--- src/design/btsc_pkg.sv ---
// ----------------------------------------------------------------------------
// btsc_pkg : shared types and codes of the ball tracking steer controller
// Item kinds, drive modes, register indexes and the configuration record.
// ----------------------------------------------------------------------------
package btsc_pkg;

   // request selector codes
   localparam logic [1:0] FUNC_BALL  = 2'd0;
   localparam logic [1:0] FUNC_EMPTY = 2'd1;
   localparam logic [1:0] FUNC_OBST  = 2'd2;

   // command kinds passed from the front to the back
   localparam logic [1:0] KIND_FRAME = 2'd0;
   localparam logic [1:0] KIND_EMPTY = 2'd1;
   localparam logic [1:0] KIND_OBST  = 2'd2;

   // drive modes
   localparam logic [1:0] MODE_TRACK   = 2'd0;
   localparam logic [1:0] MODE_SEARCH  = 2'd1;
   localparam logic [1:0] MODE_BLOCKED = 2'd2;

   // register indexes
   localparam logic [2:0] REG_LOST_LIMIT   = 3'd0;
   localparam logic [2:0] REG_CENTER_X     = 3'd1;
   localparam logic [2:0] REG_STEER_GAIN   = 3'd2;
   localparam logic [2:0] REG_CRUISE_SPEED = 3'd3;
   localparam logic [2:0] REG_SEARCH_TURN  = 3'd4;
   localparam logic [2:0] REG_FILTER_W     = 3'd5;

   localparam int CSR_INDEX_BITS = 3;
   localparam int CSR_DATA_BITS  = 13;

   // full weight of the smoothing filter
   localparam logic [8:0] FULL_WEIGHT = 9'd256;

   typedef struct packed {
      logic [5:0]  lost_limit;
      logic [9:0]  center_x;
      logic [7:0]  steer_gain;
      logic [11:0] cruise_speed;
      logic [12:0] search_turn;
      logic [8:0]  filter_old_weight;
   } btsc_cfg_type;

   typedef struct packed {
      logic [1:0] kind;
      logic       obstacle;
   } btsc_cmd_type;

endpackage

--- src/design/ball_tracking_steer_controller_unit.sv ---
// ----------------------------------------------------------------------------
// ball_tracking_steer_controller_unit : ball tracking steer controller
// Picks the largest ball of each frame, smooths its column and drives speed
// and turn commands, with search turning when lost or blocked.
// ----------------------------------------------------------------------------
//   channel  | direction | handshake          | contents
//   req_     | in        | tvalid/tready      | detection, empty frame, obstacle
//   rsp_     | out       | tvalid/tready      | speed, turn rate, drive mode
//   csr_     | in        | we (no wait)       | six control registers
//
// A detection is taken each cycle while the command queue has room.
// Each frame end runs the back sequencer in order: queue pop, two filter
// multiplies, one steering multiply, rounding with response load. An empty
// frame skips the filter multiplies; an obstacle update is only popped. Reset
// clears control state, not payload registers, and loads register defaults.
// A stalled response holds the back; the queue fills and req_tready falls.
// ----------------------------------------------------------------------------
module ball_tracking_steer_controller_unit import btsc_pkg::*; #(
   parameter int COORD_BITS  = 10,
   parameter int FRAC_BITS   = 8,
   parameter int QUEUE_DEPTH = 4
) (
   input  logic clock,
   input  logic reset,
   // request channel
   input  logic                                   req_tvalid,
   output logic                                   req_tready,
   // tdata: ball_x, ball_radius, obstacle_on, zero fill
   input  logic [((COORD_BITS + 11 + 7) / 8) * 8 - 1:0] req_tdata,
   // tuser: func
   input  logic [1:0]                             req_tuser,
   input  logic                                   req_tlast,
   // response channel
   output logic        rsp_tvalid,
   input  logic        rsp_tready,
   // tdata: linear_speed, angular_rate, zero fill
   output logic [31:0] rsp_tdata,
   // tuser: drive_mode
   output logic [1:0]  rsp_tuser,
   // configuration port
   input  logic                      csr_we,
   input  logic [CSR_INDEX_BITS-1:0] csr_index,
   input  logic [CSR_DATA_BITS-1:0]  csr_wdata
);

   localparam int QW = COORD_BITS + 3;

   btsc_cfg_type          cfg_ff, cfg_in;
   logic                  accept;
   logic                  push;
   btsc_cmd_type          push_cmd;
   logic [COORD_BITS-1:0] push_x;
   logic                  q_full, q_empty, q_pop;
   logic [QW-1:0]         q_data;
   btsc_cmd_type          q_cmd;
   logic [COORD_BITS-1:0] q_x;
   logic [11:0]           rsp_speed;
   logic [12:0]           rsp_rate;

   // decode register writes
   always_comb begin
      cfg_in = cfg_ff;
      if (csr_we) begin
         unique case (csr_index)
            REG_LOST_LIMIT:   cfg_in.lost_limit        = csr_wdata[5:0];
            REG_CENTER_X:     cfg_in.center_x          = csr_wdata[9:0];
            REG_STEER_GAIN:   cfg_in.steer_gain        = csr_wdata[7:0];
            REG_CRUISE_SPEED: cfg_in.cruise_speed      = csr_wdata[11:0];
            REG_SEARCH_TURN:  cfg_in.search_turn       = csr_wdata[12:0];
            REG_FILTER_W:     cfg_in.filter_old_weight = csr_wdata[8:0];
            default:          cfg_in = cfg_ff;
         endcase
      end
   end

   always_ff @(posedge clock) begin
      if (reset) begin
         cfg_ff.lost_limit        <= 6'd40;
         cfg_ff.center_x          <= 10'd320;
         cfg_ff.steer_gain        <= 8'd5;
         cfg_ff.cruise_speed      <= 12'd400;
         cfg_ff.search_turn       <= 13'd800;
         cfg_ff.filter_old_weight <= 9'd51;
      end else begin
         cfg_ff <= cfg_in;
      end
   end

   assign req_tready = !q_full;
   assign accept     = req_tvalid && req_tready;

   btsc_front #(
      .COORD_BITS (COORD_BITS)
   ) u_front (
      .clock       (clock),
      .reset       (reset),
      .accept      (accept),
      .func        (req_tuser),
      .ball_x      (req_tdata[COORD_BITS-1:0]),
      .ball_radius (req_tdata[COORD_BITS+9:COORD_BITS]),
      .last_ball   (req_tlast),
      .obstacle_on (req_tdata[COORD_BITS+10]),
      .push        (push),
      .push_cmd    (push_cmd),
      .push_x      (push_x)
   );

   btsc_queue #(
      .WIDTH (QW),
      .DEPTH (QUEUE_DEPTH)
   ) u_queue (
      .clock     (clock),
      .reset     (reset),
      .push      (push),
      .push_data ({push_cmd, push_x}),
      .full      (q_full),
      .pop       (q_pop),
      .pop_data  (q_data),
      .empty     (q_empty)
   );

   assign q_cmd = q_data[QW-1:COORD_BITS];
   assign q_x   = q_data[COORD_BITS-1:0];

   btsc_back #(
      .COORD_BITS (COORD_BITS),
      .FRAC_BITS  (FRAC_BITS)
   ) u_back (
      .clock     (clock),
      .reset     (reset),
      .cfg       (cfg_ff),
      .q_empty   (q_empty),
      .q_cmd     (q_cmd),
      .q_x       (q_x),
      .q_pop     (q_pop),
      .rsp_valid (rsp_tvalid),
      .rsp_ready (rsp_tready),
      .rsp_speed (rsp_speed),
      .rsp_rate  (rsp_rate),
      .rsp_mode  (rsp_tuser)
   );

   assign rsp_tdata = {7'd0, rsp_rate, rsp_speed};

endmodule

--- src/design/btsc_queue.sv ---
// ----------------------------------------------------------------------------
// btsc_queue : short command queue between front and back
// Register-based first-in first-out store with full and empty flags.
// ----------------------------------------------------------------------------
module btsc_queue #(
   parameter int WIDTH = 13,
   parameter int DEPTH = 4
) (
   input  logic             clock,
   input  logic             reset,
   input  logic             push,
   input  logic [WIDTH-1:0] push_data,
   output logic             full,
   input  logic             pop,
   output logic [WIDTH-1:0] pop_data,
   output logic             empty
);

   localparam int PTR_BITS = (DEPTH > 1) ? $clog2(DEPTH) : 1;
   localparam int CNT_BITS = $clog2(DEPTH + 1);
   localparam logic [PTR_BITS-1:0] LAST_PTR = PTR_BITS'(DEPTH - 1);

   logic [WIDTH-1:0]    store_ff [DEPTH];
   logic [PTR_BITS-1:0] wr_ptr_ff, wr_ptr_in;
   logic [PTR_BITS-1:0] rd_ptr_ff, rd_ptr_in;
   logic [CNT_BITS-1:0] count_ff, count_in;
   logic                do_push, do_pop;

   assign full     = (count_ff == CNT_BITS'(DEPTH));
   assign empty    = (count_ff == '0);
   assign do_push  = push && !full;
   assign do_pop   = pop && !empty;
   assign pop_data = store_ff[rd_ptr_ff];

   // advance pointers and fill count
   always_comb begin
      wr_ptr_in = wr_ptr_ff;
      rd_ptr_in = rd_ptr_ff;
      count_in  = count_ff;
      if (do_push) begin
         wr_ptr_in = (wr_ptr_ff == LAST_PTR) ? '0 : wr_ptr_ff + 1'b1;
      end
      if (do_pop) begin
         rd_ptr_in = (rd_ptr_ff == LAST_PTR) ? '0 : rd_ptr_ff + 1'b1;
      end
      if (do_push && !do_pop) begin
         count_in = count_ff + 1'b1;
      end else if (do_pop && !do_push) begin
         count_in = count_ff - 1'b1;
      end
   end

   always_ff @(posedge clock) begin
      if (reset) begin
         wr_ptr_ff <= '0;
         rd_ptr_ff <= '0;
         count_ff  <= '0;
      end else begin
         wr_ptr_ff <= wr_ptr_in;
         rd_ptr_ff <= rd_ptr_in;
         count_ff  <= count_in;
      end
   end

   // write the entry
   always_ff @(posedge clock) begin
      if (do_push) begin
         store_ff[wr_ptr_ff] <= push_data;
      end
   end

endmodule

--- src/design/btsc_front.sv ---
// ----------------------------------------------------------------------------
// btsc_front : request intake and per-frame ball selection
// Accepts items, keeps the largest ball of the running frame and issues
// frame-end, empty-frame and obstacle commands to the queue.
// ----------------------------------------------------------------------------
module btsc_front import btsc_pkg::*; #(
   parameter int COORD_BITS = 10
) (
   input  logic                  clock,
   input  logic                  reset,
   input  logic                  accept,
   input  logic [1:0]            func,
   input  logic [COORD_BITS-1:0] ball_x,
   input  logic [9:0]            ball_radius,
   input  logic                  last_ball,
   input  logic                  obstacle_on,
   output logic                  push,
   output btsc_cmd_type          push_cmd,
   output logic [COORD_BITS-1:0] push_x
);

   logic [COORD_BITS-1:0] best_x_ff, best_x_in;
   logic [9:0]            best_radius_ff, best_radius_in;
   logic                  in_frame_ff, in_frame_in;
   logic                  take_new;
   logic [COORD_BITS-1:0] cand_x;

   // first ball of a frame, or a strictly larger one, replaces the kept ball
   assign take_new = !in_frame_ff || (ball_radius > best_radius_ff);
   assign cand_x   = take_new ? ball_x : best_x_ff;

   // classify the item
   always_comb begin
      best_x_in         = best_x_ff;
      best_radius_in    = best_radius_ff;
      in_frame_in       = in_frame_ff;
      push              = 1'b0;
      push_cmd.kind     = KIND_FRAME;
      push_cmd.obstacle = obstacle_on;
      push_x            = cand_x;
      if (accept) begin
         unique case (func)
            FUNC_BALL: begin
               if (take_new) begin
                  best_x_in      = ball_x;
                  best_radius_in = ball_radius;
               end
               in_frame_in = !last_ball;
               push        = last_ball;
            end
            FUNC_EMPTY: begin
               in_frame_in   = 1'b0;
               push          = 1'b1;
               push_cmd.kind = KIND_EMPTY;
            end
            FUNC_OBST: begin
               push          = 1'b1;
               push_cmd.kind = KIND_OBST;
            end
            default: begin
               push = 1'b0;
            end
         endcase
      end
   end

   always_ff @(posedge clock) begin
      if (reset) begin
         best_x_ff      <= '0;
         best_radius_ff <= '0;
         in_frame_ff    <= 1'b0;
      end else begin
         best_x_ff      <= best_x_in;
         best_radius_ff <= best_radius_in;
         in_frame_ff    <= in_frame_in;
      end
   end

endmodule

--- src/design/btsc_back.sv ---
// ----------------------------------------------------------------------------
// btsc_back : filter, lost counter and steering sequencer
// Takes commands from the queue, smooths the ball column, tracks empty
// frames and loads the response register.
// ----------------------------------------------------------------------------
module btsc_back import btsc_pkg::*; #(
   parameter int COORD_BITS = 10,
   parameter int FRAC_BITS  = 8
) (
   input  logic                  clock,
   input  logic                  reset,
   input  btsc_cfg_type          cfg,
   input  logic                  q_empty,
   input  btsc_cmd_type          q_cmd,
   input  logic [COORD_BITS-1:0] q_x,
   output logic                  q_pop,
   output logic                  rsp_valid,
   input  logic                  rsp_ready,
   output logic [11:0]           rsp_speed,
   output logic [12:0]           rsp_rate,
   output logic [1:0]            rsp_mode
);

   localparam int FX_BITS = COORD_BITS + FRAC_BITS;
   localparam int PRODW   = FX_BITS + 10;
   localparam int CW      = (COORD_BITS > 10) ? COORD_BITS : 10;
   localparam int DW      = CW + FRAC_BITS + 1;
   localparam int PW      = DW + 9;
   localparam int RW      = PW - FRAC_BITS;
   localparam logic signed [RW-1:0] SAT_HI = RW'(4095);
   localparam logic signed [RW-1:0] SAT_LO = RW'(-4096);
   localparam logic [PW-1:0] HALF = PW'(1) << (FRAC_BITS - 1);
   localparam logic [PRODW-1:0] ROUND = PRODW'(128);

   localparam logic [2:0] S_IDLE  = 3'd0;
   localparam logic [2:0] S_FILT1 = 3'd1;
   localparam logic [2:0] S_FILT2 = 3'd2;
   localparam logic [2:0] S_STEER = 3'd3;
   localparam logic [2:0] S_EMIT  = 3'd4;

   logic [2:0]             state_ff, state_in;
   logic [5:0]             lost_ff, lost_in;
   logic [FX_BITS-1:0]     fx_ff, fx_in;
   logic                   obst_ff, obst_in;
   logic [COORD_BITS-1:0]  bx_ff, bx_in;
   logic [PRODW-1:0]       prod_ff, prod_in;
   logic signed [PW-1:0]   p_ff, p_in;
   logic                   rsp_valid_ff, rsp_valid_in;
   logic [11:0]            rsp_speed_ff, rsp_speed_in;
   logic [12:0]            rsp_rate_ff, rsp_rate_in;
   logic [1:0]             rsp_mode_ff, rsp_mode_in;

   logic [8:0]             w;
   logic [8:0]             w_new;
   logic [6:0]             lost_inc;
   logic [PRODW-1:0]       acc;
   logic signed [DW-1:0]   diff;
   logic [PW-1:0]          rnd;
   logic signed [RW-1:0]   r;
   logic [12:0]            r_sat;
   logic                   out_free;
   logic                   searching;

   // saturate the old-value weight
   assign w     = (cfg.filter_old_weight > FULL_WEIGHT) ? FULL_WEIGHT : cfg.filter_old_weight;
   assign w_new = FULL_WEIGHT - w;

   assign lost_inc = {1'b0, lost_ff} + 7'd1;
   assign acc      = prod_ff + (PRODW'(w) * PRODW'(fx_ff)) + ROUND;
   assign diff     = signed'(DW'(fx_ff) - DW'({cfg.center_x, {FRAC_BITS{1'b0}}}));

   // round to nearest, ties upward, then clamp
   assign rnd = p_ff + HALF;
   assign r   = signed'(rnd[PW-1:FRAC_BITS]);
   always_comb begin
      if (r > SAT_HI) begin
         r_sat = 13'(SAT_HI);
      end else if (r < SAT_LO) begin
         r_sat = 13'(SAT_LO);
      end else begin
         r_sat = r[12:0];
      end
   end

   assign out_free  = !rsp_valid_ff || rsp_ready;
   assign searching = (lost_ff == cfg.lost_limit) || obst_ff;
   assign q_pop     = (state_ff == S_IDLE) && !q_empty;

   // sequence one command
   always_comb begin
      state_in     = state_ff;
      lost_in      = lost_ff;
      fx_in        = fx_ff;
      obst_in      = obst_ff;
      bx_in        = bx_ff;
      prod_in      = prod_ff;
      p_in         = p_ff;
      rsp_valid_in = rsp_valid_ff && !rsp_ready;
      rsp_speed_in = rsp_speed_ff;
      rsp_rate_in  = rsp_rate_ff;
      rsp_mode_in  = rsp_mode_ff;
      unique case (state_ff)
         S_IDLE: begin
            if (!q_empty) begin
               unique case (q_cmd.kind)
                  KIND_FRAME: begin
                     bx_in    = q_x;
                     state_in = S_FILT1;
                  end
                  KIND_EMPTY: begin
                     lost_in  = (lost_inc >= {1'b0, cfg.lost_limit}) ?
                                cfg.lost_limit : lost_inc[5:0];
                     state_in = S_STEER;
                  end
                  KIND_OBST: begin
                     obst_in = q_cmd.obstacle;
                  end
                  default: begin
                     state_in = S_IDLE;
                  end
               endcase
            end
         end
         S_FILT1: begin
            prod_in  = PRODW'(w_new) * PRODW'({bx_ff, {FRAC_BITS{1'b0}}});
            state_in = S_FILT2;
         end
         S_FILT2: begin
            fx_in    = acc[FX_BITS+7:8];
            lost_in  = '0;
            state_in = S_STEER;
         end
         S_STEER: begin
            p_in     = signed'(PW'(cfg.steer_gain)) * PW'(diff);
            state_in = S_EMIT;
         end
         S_EMIT: begin
            if (out_free) begin
               rsp_valid_in = 1'b1;
               if (searching) begin
                  rsp_speed_in = '0;
                  rsp_rate_in  = cfg.search_turn;
                  rsp_mode_in  = obst_ff ? MODE_BLOCKED : MODE_SEARCH;
               end else begin
                  rsp_speed_in = cfg.cruise_speed;
                  rsp_rate_in  = r_sat;
                  rsp_mode_in  = MODE_TRACK;
               end
               state_in = S_IDLE;
            end
         end
         default: begin
            state_in = S_IDLE;
         end
      endcase
   end

   always_ff @(posedge clock) begin
      if (reset) begin
         state_ff     <= S_IDLE;
         lost_ff      <= '0;
         fx_ff        <= '0;
         obst_ff      <= 1'b0;
         rsp_valid_ff <= 1'b0;
      end else begin
         state_ff     <= state_in;
         lost_ff      <= lost_in;
         fx_ff        <= fx_in;
         obst_ff      <= obst_in;
         rsp_valid_ff <= rsp_valid_in;
      end
   end

   // payload registers
   always_ff @(posedge clock) begin
      bx_ff        <= bx_in;
      prod_ff      <= prod_in;
      p_ff         <= p_in;
      rsp_speed_ff <= rsp_speed_in;
      rsp_rate_ff  <= rsp_rate_in;
      rsp_mode_ff  <= rsp_mode_in;
   end

   assign rsp_valid = rsp_valid_ff;
   assign rsp_speed = rsp_speed_ff;
   assign rsp_rate  = rsp_rate_ff;
   assign rsp_mode  = rsp_mode_ff;

endmodule

--- config.mk ---
export PLATFORM = sky130hd
export DESIGN_NAME = ball_tracking_steer_controller_unit
export DESIGN_NICKNAME = d
export VERILOG_FILES = /design/src/design/btsc_pkg.sv /design/src/design/ball_tracking_steer_controller_unit.sv /design/src/design/btsc_queue.sv /design/src/design/btsc_front.sv /design/src/design/btsc_back.sv
export SDC_FILE = /design/constraint.sdc
export NUM_CORES = 1
export LEC_CHECK = 0
export BUFFER_PORTS_ARGS = -buffer_cell sky130_fd_sc_hd__buf_2
export CELL_PAD_IN_SITES_DETAIL_PLACEMENT = 0
export CELL_PAD_IN_SITES_GLOBAL_PLACEMENT = 2
export CORE_AREA = 2 2 237 239
export CTS_BUF_LIST = sky130_fd_sc_hd__clkbuf_8
export CTS_CLUSTER_SIZE = 28
export DETAILED_ROUTE_END_ITERATION = 6
export DIE_AREA = 0 0 239 241
export PLACE_DENSITY_LB_ADDON = 0.1
export SETUP_SLACK_MARGIN = 0.02
export SLEW_MARGIN = 10
export SYNTH_ARGS = -nofsm -noshare
export SYNTH_HDL_FRONTEND = slang
export SYNTH_SLANG_ARGS = --single-unit
--- constraint.sdc ---
create_clock -name clock -period 8.2 [get_ports clock]
set_input_delay 0 -clock clock [delete_from_list [all_inputs] [get_ports clock]]
set_output_delay 0 -clock clock [all_outputs]
set_load 0.05 [all_outputs]
==> flow_summary.toml, run 1 <==
[run_status]
status = "finished clean"

[job]
drv_cap = 0

[clocking]
clockBufferDepth = 3
clk_pin_slew_ns = 0.06
htreeDepth = 2
cts_tree = "done"
postCtsResizedCells = 0
cts_root_buf = "clkbuf_8"
cts.sinks = 245
cts_inserted_buffers = 45
insertion_delay_ns = 0.61

[worst_setup_path]
r2r_end = "u_back.p_ff[26]"
r2r_slack_ns = 0.87
start_kind = "flip-flop"
crit_buf_inv = 5
crit_slowest_cell = "fa_1"
cp.required_ns = 8.55
rr_startpoint = "u_back.fx_ff[8]"
worst-path-max-fanout = 8
arrival_ns = 7.68
crit_type = "flip-flop to flip-flop"
slowest_delay_ns = 0.55
worstRegToRegCells = 29
path_delay_family = "adder cells"
worstSetupEndpointType = "flip-flop"

[synth]
ys_seq_elements = 245
yosysUniqueCellTypes = 70
ys_async_sr_fraction_pct = 0
yosysWarnings = 0
yosys_most_used_dff = "edfxtp_1"
synth_edf_count = 128
synth_cells = 2452
synth_area_sq_um = 23500
syn_area_per_cell_sq_um = 9.60
ys_seq_area_share_pct = 26.3

[pwr]
power_mw = 10.4
peakVddDrop_mv = 0.589
power_density_nw_per_um2 = 399
p_leak_nw = 12.1

[timing]
tns_ns = 0
hold_viol = 0
fin_crit_ns = 7.33
setup_viol = 0
fmax_mhz = 136
tightest_slew_ns = 1.16
slew_violations = 0
timing.final.crit_share_pct = 89.4
relSlewSlack_pct = 22.6
grt_setup_unrepaired = "no"
fin_worst_skew_ns = 0.0393

[global_route]
grt_pass1_wl_um = 91000
grt_use_total_pct = 20.0
grt_max_degree = 84
grt.overflow.total = 0
antenna_found_initial = 1
grt_pass1_vias = 17462

[detailed_routing]
vias = 16376
drtIter0Drc = 677
wirelength_um = 54800
routedWlPerCell_um = 16.6
drc = 0
detail-route-antenna-nets = 0
vias_per_cell = 4.95
drt_first_pass_iters = 5

[floorplan]
ios = 84
core_area_sq_um = 54900
fp.dieW_um = 239
start_util_pct = 42.9
die_y_um = 241
rows = 86
dieArea_sq_um = 57600

[min_path]
hp-class = "input pin to flip-flop"
holdPathStages = 3
hp-start = "req_tuser[0]"
holdPathEnd = "u_queue.store_ff[1][11]"

[placement]
gp_congestion = 0.807
hpwl_um = 41700
io_buffers = 73

[layout]
layout.nets = 3090
drive_above_1_share_pct = 7.65
nFillCells = 5292
area_growth_pct = 11.3
[logic make-up (layout without fill, tap and decap cells)]
group / Yosys count / in the layout / synth area share, %
simple gates: 835 / 835 / 17.5
buf+inv: 529 / 674 / 8.55
fa+ha+maj: 475 / 475 / 35.0
flops: 245 / 245 / 26.3
compound gates: 213 / 213 / 5.83
xor+xnor: 96 / 96 / 3.57
mux: 58 / 58 / 3.22
other cells: 1 / 8 / 0.0159
[cell type report]
| type | instances | area [sq um] | share of cell area (%) |
|---|---|---|---|
| Antenna cell | 1 | 2.50 | 0.00955 |
| Clock buffer | 49 | 674 | 2.57 |
| Clock inverter | 34 | 292 | 1.11 |
| Inverter | 429 | 1610 | 6.15 |
| Multi-Input combinational cell | 1684 | 15400 | 58.7 |
| Sequential cell | 245 | 6190 | 23.6 |
| Tap cell | 704 | 881 | 3.36 |
| Timing Repair Buffer | 162 | 1180 | 4.49 |
[how the worst max path moves through the flow]
| stage | slack (ns) | cells after the start | to | startpoint |
|---|---|---|---|---|
| finish | 0.87 | 29 | u_back.p_ff[26] | u_back.fx_ff[8] |
| global route | 0.35 | 29 | u_back.p_ff[26] | u_back.fx_ff[8] |
| CTS | 0.82 | 29 | u_back.p_ff[26] | u_back.fx_ff[8] |
| detailed placement | 0.87 | 29 | u_back.p_ff[26] | u_back.fx_ff[8] |
| global placement | 1.0 | 29 | u_back.p_ff[26] | u_back.fx_ff[8] |
| floorplan | 1.56 | 30 | u_back.p_ff[26] | u_back.fx_ff[8] |
[Yosys cell counts, drive strengths merged (6+ instances only)]
cell type | n | area share (%)
nand2b | 18 | 0.48
ha | 169 | 9.0
nand3 | 33 | 0.70
and2 | 229 | 6.1
a21oi | 96 | 2.0
inv | 429 | 6.8
edfxtp | 128 | 16
a211o | 6 | 0.22
a21o | 15 | 0.48
a31oi | 8 | 0.28
mux2i | 33 | 1.4
dfxtp | 117 | 10
nand4 | 7 | 0.19
xnor2 | 57 | 2.1
o21ai | 28 | 0.60
o22a | 12 | 0.45
xor2 | 39 | 1.5
nand3b | 14 | 0.45
buf | 22 | 0.46
nand2 | 344 | 5.5
mux2 | 12 | 0.57
nor2 | 93 | 1.5
nor3 | 22 | 0.47
and3 | 18 | 0.48
nor2b | 29 | 0.77
clkbuf | 78 | 1.2
or3 | 7 | 0.19
fa | 306 | 26
mux4 | 13 | 1.2
[through the flow]
stage               std cells  utilization (%)  worst slack (ns)  area [sq um]  hold slack [ns]
floorplan                2458                -              1.56         23600           0.0989
global placement         3168             44.9             0.997         24700            0.233
detailed placement       3168             44.9             0.875         24700            0.239
CTS                      3307             47.7             0.819         26200           0.0153
global route             3308             47.7             0.346         26200           0.0390
finish                   3308             47.7             0.866         26200           0.0692
[tightest hold or removal path: stages]
cell and delay, ns:
buf_2 0.11, ha_1 0.18, and3_1 0.25
[routing by layer]
metal	global-route usage, %	vias up	wire length [um]
met4	4.87	0	995
met3	2.32	70	1340
met2	35.8	174	28000
met5	0	-	0
li1	-	7925	-
met1	25.9	8207	24500
[power by group]
group | switching, mW | total, mW | internal (mW) | leakage [nW]
Clock | 0.544 | 1.26 | 0.714 | 0.539
Sequential | 0.203 | 1.95 | 1.75 | 2.10
Combinational | 4.22 | 7.24 | 3.02 | 9.42
[cells in the final DEF, fill, tap and decap left out, types with 5 or more instances in the layout]
master         count
mux4_2            13
a211o_1            6
and2_1           229
o31ai_1            5
o21ai_1           10
and3_1            18
xnor2_1           57
xor2_1            39
nor2b_1           28
a31oi_1            7
inv_1            439
nand2b_1          18
clkinv_1           7
nor2_1            92
bufinv_16          5
edfxtp_1         128
buf_2             72
nand3b_1          14
nor3_1            22
o21bai_1           5
o22a_1            12
a21o_1            15
dfxtp_1          117
nand2_1          344
dlygate4sd3_1     56
ha_1             169
o21ai_0           18
fa_1             306
clkbuf_8          49
mux2i_1           33
conb_1             7
buf_4             34
nand3_1           33
o21a_1             5
a21oi_1           95
clkinv_2           8
mux2_1            10
nand4_1            7
or3_1              7
[repair_timing]
item	in CTS	in global routing
hold buffers	56	0
setup endpoints to repair	0	0
endpoints found under the hold margin	156	0
setup buffers	0	0
[state kept, by name (all words and copies together) (netlist names), 6 cells and up, named ones only]
register,count
u_back.bx_ff,10
u_back.fx_ff,18
u_back.lost_ff,6
u_back.rsp_rate,13
u_queue.store_ff,52
u_back.rsp_speed,12
u_back.p_ff,21
u_back.prod_ff,18
cfg_ff,58
u_front.best_x_ff,10
u_front.best_radius_ff,10
Note: power is estimated with default switching activity, not from simulation.
==> run 2: changes to the inputs <==
--- a/config.mk
+++ b/config.mk
@@ -8,14 +8,15 @@
 export BUFFER_PORTS_ARGS = -buffer_cell sky130_fd_sc_hd__buf_2
 export CELL_PAD_IN_SITES_DETAIL_PLACEMENT = 0
 export CELL_PAD_IN_SITES_GLOBAL_PLACEMENT = 2
-export CORE_AREA = 2 2 237 239
+export CORE_AREA = 2 2 242 244
 export CTS_BUF_LIST = sky130_fd_sc_hd__clkbuf_8
 export CTS_CLUSTER_SIZE = 28
 export DETAILED_ROUTE_END_ITERATION = 6
-export DIE_AREA = 0 0 239 241
+export DIE_AREA = 0 0 244 246
 export PLACE_DENSITY_LB_ADDON = 0.1
 export SETUP_SLACK_MARGIN = 0.02
 export SLEW_MARGIN = 10
 export SYNTH_ARGS = -nofsm -noshare
 export SYNTH_HDL_FRONTEND = slang
+export SYNTH_HIERARCHICAL = 1
 export SYNTH_SLANG_ARGS = --single-unit
==> flow_summary.toml, run 2 <==
[run_status]
status = "finished clean"

[worst_setup_path]
crit_slowest_cell = "a21oi_1"
rr_startpoint = "u_back/fx_ff[8]"
crit_type = "flip-flop to flip-flop"
cp.required_ns = 8.58
worst-path-max-fanout = 8
start_kind = "flip-flop"
worst_setup_path_startpoint = "u_back/fx_ff[8]"
worstRegToRegCells = 28
slowest_delay_ns = 0.58
worstSetupEndpointType = "flip-flop"
arrival_ns = 7.65

[clocking]
cts.sinks = 245
insertion_delay_ns = 0.63
htreeDepth = 2
cts_tree = "done"
cts_inserted_buffers = 47
postCtsResizedCells = 0
cts_root_buf = "clkbuf_8"
clk_pin_slew_ns = 0.07
clockBufferDepth = 3

[synth]
synth.top_cells.by_count = "447 x inv_1, 306 x fa_1, 233 x nand2_1, 230 x and2_1, 169 x ha_1"
yosys-top-cells-area = "fa_1 25%, edfxtp_1 16%, dfxtp_1 9.6%"
synth.most_common_cell = "inv_1"
ys_async_sr_fraction_pct = 0
synth_area_sq_um = 24400
synth_top_area_share_pct = 25.1
yosys_most_used_dff = "edfxtp_1"
ys_seq_elements = 245
yosysWarnings = 6
yosysUniqueCellTypes = 82
ys_seq_area_share_pct = 25.4
synth_edf_count = 128
yosysTopAreaCell = "fa_1"
syn_area_per_cell_sq_um = 9.81
synth_cells = 2486

[global_route]
antenna_found_initial = 1
grt_max_degree = 92
grt_use_total_pct = 21.1
grt_pass1_vias = 18168
grt.overflow.total = 0
grt_pass1_wl_um = 99900

[floorplan]
dieArea_sq_um = 60000
die_y_um = 246
rows = 88
fp.dieW_um = 244
start_util_pct = 42.5
ios = 84
core_area_sq_um = 57400

[pwr]
power_mw = 10.8
power_density_nw_per_um2 = 390
p_leak_nw = 13.0
peakVddDrop_mv = 0.349

[detailed_routing]
drtIter0Drc = 692
drc = 0
drt_first_pass_iters = 4
vias = 17026
vias_per_cell = 4.94
routedWlPerCell_um = 17.7
wirelength_um = 60900
detail-route-antenna-nets = 0

[layout]
layout.nets = 3163
largest-register = "cfg_ff"
mostFrequentLayoutCells = "452 x inv_1, 306 x fa_1, 233 x nand2_1"
largestRegisters = "cfg_ff x58, u_queue/store_ff x52, u_back/p_ff x21"
multiInputGateArea_sq_um = 16100
area_growth_pct = 13.8
largest_reg_flops = 58
final_common_cell = "inv_1"
drive_above_1_share_pct = 9.44
nFillCells = 5404
regArea_sq_um = 6190

[job]
drv_cap = 0

[min_path]
hp-start = "req_tdata[20]"
hp-class = "input pin to flip-flop"
holdPathStages = 2

[timing]
slew_violations = 0
fin_crit_ns = 7.27
tns_ns = 0
tightest_slew_ns = 1.21
worst_slack_ns = 0.927
grt_setup_unrepaired = "no"
relSlewSlack_pct = 19.2
fin_worst_skew_ns = 0.0497
hold_viol = 0
setup_viol = 0
fmax_mhz = 137
timing.final.crit_share_pct = 88.7

[placement]
gp_congestion = 0.819
io_buffers = 73
place_ws_ns = 0.940
hpwl_um = 45900
run 2: changes by cell type after synthesis, moves of 11 or more:
cell,delta
nand2b_1,+87
and3_1,-13
mux2i_1,+52
a22o_1,+17
nand2_1,-111
nor2b_1,-13
nor3_1,+14
o22a_1,-12
inv_1,+19
nand3b_1,-11
a21oi_1,-35
run 2: kinds of logic after synthesis:
family          Yosys count  share of synthesized area [%]
buf+inv                 554                           8.83
flops                   245                           25.4
compound gates          207                           5.92
simple gates            807                           17.6
xor+xnor                 88                           3.16
fa+ha+maj               475                           33.8
other cells               1                         0.0154
mux                     109                           5.35
run 2: cell type report:
type	count	area share, %
repair buffers	205	5.77
flip-flops and latches	245	22.3
inverters	448	6.08
well taps	765	3.45
clock inverters	32	1.54
clock buffers	56	2.78
multi-input cells	1693	58.1
diodes	1	0.00902
run 2: worst paths after layout:
check | endpoint | slack [ns]
setup / recovery | u_back/p_ff[27] | 0.93
setup reg to reg | u_back/p_ff[27] | 0.93
hold / removal | u_queue/store_ff[2][10] | 0.19
hold reg to reg | cfg_ff[25] | 0.47
run 2: what timing repair did:
item / CTS / global route
buffers inserted: 0 / 0
hold buffers: 97 / 0
hold endpoints to repair: 135 / 0
run 2: metal layers:
metal  part of all wire, %  vias up  GRT usage [%]
met3                   2.8       74           2.31
met5                     0        -              0
met2                    50      222           37.4
li1                      -     8175              -
met4                   2.3        0           5.40
met1                    45     8555           27.5
run 2: stage by stage:
step	cell area, sq um	utilization [%]	hold WS (ns)	std cells
3_5_place_dp	25600	44.6	0.228	3259
3_3_place_gp	25600	44.6	0.216	3259
2_1_floorplan	24400	-	0.155	2492
6_report	27700	48.4	0.193	3445
5_1_grt	27700	48.4	0.162	3445
4_1_cts	27700	48.3	0.129	3444
run 2: worst max-delay path: cells and delay by family, from the launching register on:
family,cells,cell delay (ns)
flops,1,0.31
simple gates,1,0.15
buf+inv,5,0.26
fa+ha+maj,7,2.91
compound gates,13,2.87
xor+xnor,2,0.52
run 2: where the power goes:
part / leakage (nW) / switching (mW) / internal (mW)
clock network: 0.628 / 0.591 / 0.947
logic: 10.3 / 4.20 / 3.13
registers: 2.11 / 0.213 / 1.73
total: 13.0 / 5.01 / 5.81
==> run 3: changes to the inputs <==
--- a/config.mk
+++ b/config.mk
@@ -8,11 +8,11 @@
 export BUFFER_PORTS_ARGS = -buffer_cell sky130_fd_sc_hd__buf_2
 export CELL_PAD_IN_SITES_DETAIL_PLACEMENT = 0
 export CELL_PAD_IN_SITES_GLOBAL_PLACEMENT = 2
-export CORE_AREA = 2 2 242 244
+export CORE_AREA = 2 2 288 205
 export CTS_BUF_LIST = sky130_fd_sc_hd__clkbuf_8
 export CTS_CLUSTER_SIZE = 28
 export DETAILED_ROUTE_END_ITERATION = 6
-export DIE_AREA = 0 0 244 246
+export DIE_AREA = 0 0 290 207
 export PLACE_DENSITY_LB_ADDON = 0.1
 export SETUP_SLACK_MARGIN = 0.02
 export SLEW_MARGIN = 10
==> flow_summary.toml, run 3 (same netlist as run 2, synthesis figures left out) <==
[worst_setup_path]
cp.depth = 27
cp-endpoint = "u_back/p_ff[27]"
crit_type = "flip-flop to flip-flop"
r2r_end = "u_back/p_ff[27]"
cp.required_ns = 8.56
worst-path-max-fanout = 8
arrival_ns = 7.79
crit_buf_inv = 4
path_delay_family = "compound AO/OA/AOI/OAI gates"
crit_slowest_cell = "a21oi_1"
worstSetupEndpointType = "flip-flop"
slowest_delay_ns = 0.63
start_kind = "flip-flop"
worst_setup_path_startpoint = "cfg_ff[42]"
r2r_slack_ns = 0.78
rr_startpoint = "cfg_ff[42]"
worstRegToRegCells = 27

[clocking]
htreeDepth = 2
clk_pin_slew_ns = 0.06
insertion_delay_ns = 0.63
cts.sinks = 245
cts_root_buf = "clkbuf_8"
postCtsSetupRepairBufs = 0
cts_inserted_buffers = 44
postCtsResizedCells = 0
cts_tree = "done"
clockBufferDepth = 3

[floorplan]
fp.dieW_um = 290
die_y_um = 207
dieArea_sq_um = 60000
rows = 74
core_area_sq_um = 57500
start_util_pct = 42.4
ios = 84

[global_route]
antenna_found_initial = 0
grt_max_degree = 87
grt_pass1_wl_um = 97600
grt_use_total_pct = 20.4
grt_pass1_vias = 17679
grt.overflow.total = 0

[timing]
fin_crit_ns = 7.42
relSlewSlack_pct = 28.2
slew_violations = 0
fin_worst_skew_ns = 0.0519
fmax_mhz = 135
setup_viol = 0
timing.final.crit_share_pct = 90.5
tns_ns = 0
hold_viol = 0
tightest_slew_ns = 1.07
grt_setup_unrepaired = "no"

[detailed_routing]
drtIter0Drc = 969
detail-route-antenna-nets = 0
drt_first_pass_iters = 5
wirelength_um = 58800
vias_per_cell = 4.99
drc = 0
routedWlPerCell_um = 17.3
vias = 16919

[pwr]
power_density_nw_per_um2 = 385
peakVddDrop_mv = 0.437
power_mw = 10.4
p_leak_nw = 12.7

[min_path]
hp-class = "input pin to flip-flop"

[placement]
dpl-instance-area_sq_um = 25600
gp_congestion = 0.793
hpwl_um = 45100
io_buffers = 73

[layout]
largest_reg_flops = 58
mostFrequentLayoutCells = "457 x inv_1, 306 x fa_1, 233 x nand2_1"
largestRegisters = "cfg_ff x58, u_queue/store_ff x52, u_back/p_ff x21"
drive_above_1_share_pct = 9.05
layout.nets = 3116
nFillCells = 5468
final_common_cell = "inv_1"
area_growth_pct = 10.9
fin_area_sq_um = 27000
largest-register = "cfg_ff"

[run_status]
status = "finished clean"

[job]
drv_cap = 0
## run 3: changes by cell type in the layout (fill, tap and decap cells not counted), moves of 2 or more
cell,change
inv_1,+5
buf_4,-2
clkinv_1,+4
bufinv_16,-6
dlygate4sd3_1,-42
nor2b_1,-3
clkbuf_8,-9
nor2b_2,+2
## run 3: repair_timing
item                                   in CTS  in global routing
hold buffers                               55                  0
endpoints found under the hold margin     154                  0
setup endpoints to repair                   0                  0
## run 3: stage by stage
stage / setup WS (ns) / util [%] / hold slack, ns / cells
floorplan: 1.48 / - / 0.155 / 2492
CTS: 0.865 / 47.0 / 0.127 / 3389
finish: 0.779 / 47.0 / 0.168 / 3391
global route: 0.304 / 47.0 / 0.168 / 3389
detailed placement: 0.872 / 44.4 / 0.226 / 3252
global placement: 0.931 / 44.4 / 0.217 / 3252
## run 3: area by class of cell
type | count | area (sq um) | area share, %
Inverter | 448 | 1690 | 6.24
Timing Repair Buffer | 161 | 1170 | 4.31
Clock inverter | 35 | 280 | 1.04
Sequential cell | 245 | 6190 | 22.9
Clock buffer | 47 | 647 | 2.39
Antenna cell | 2 | 5.00 | 0.0185
Tap cell | 760 | 951 | 3.52
Multi-Input combinational cell | 1693 | 16100 | 59.6
## run 3: power by group
part	switching [mW]	internal, mW	leakage [nW]
Sequential	0.220	1.73	2.11
Clock	0.576	0.668	0.512
Combinational	4.15	3.07	10.1
Total	4.95	5.47	12.7
## run 3: how the worst min path moves through the flow
stage	startpoint	endpoint	slack [ns]	depth (start not counted)
2_1_floorplan	req_tdata[8]	u_front/best_x_ff[8]	0.15	2
3_3_place_gp	req_tdata[20]	u_queue/store_ff[2][10]	0.22	1
3_5_place_dp	req_tdata[20]	u_queue/store_ff[2][10]	0.23	1
4_1_cts	csr_wdata[3]	cfg_ff[55]	0.13	4
5_1_grt	req_tdata[20]	u_queue/store_ff[0][10]	0.17	2
6_report	req_tdata[20]	u_queue/store_ff[2][10]	0.17	2
## run 3: routing by layer
| layer | vias to the layer above | track usage (%) | routed length (um) | share of wire [%] |
|---|---|---|---|---|
| li1 | 8105 | - | - | - |
| met1 | 8489 | 32.6 | 31800 | 54 |
| met2 | 268 | 28.6 | 23300 | 40 |
| met3 | 57 | 3.29 | 2640 | 4.5 |
| met4 | 0 | 4.54 | 1040 | 1.8 |
| met5 | - | 0 | 0 | 0 |
## run 3: worst reg2reg max path, delay by kind of cell, from the launching register on
family,cells,cell delay [ns]
compound gates,13,3.00
xor+xnor,2,0.49
fa+ha+maj,7,2.94
buf+inv,4,0.20
flops,1,0.35
simple gates,1,0.17
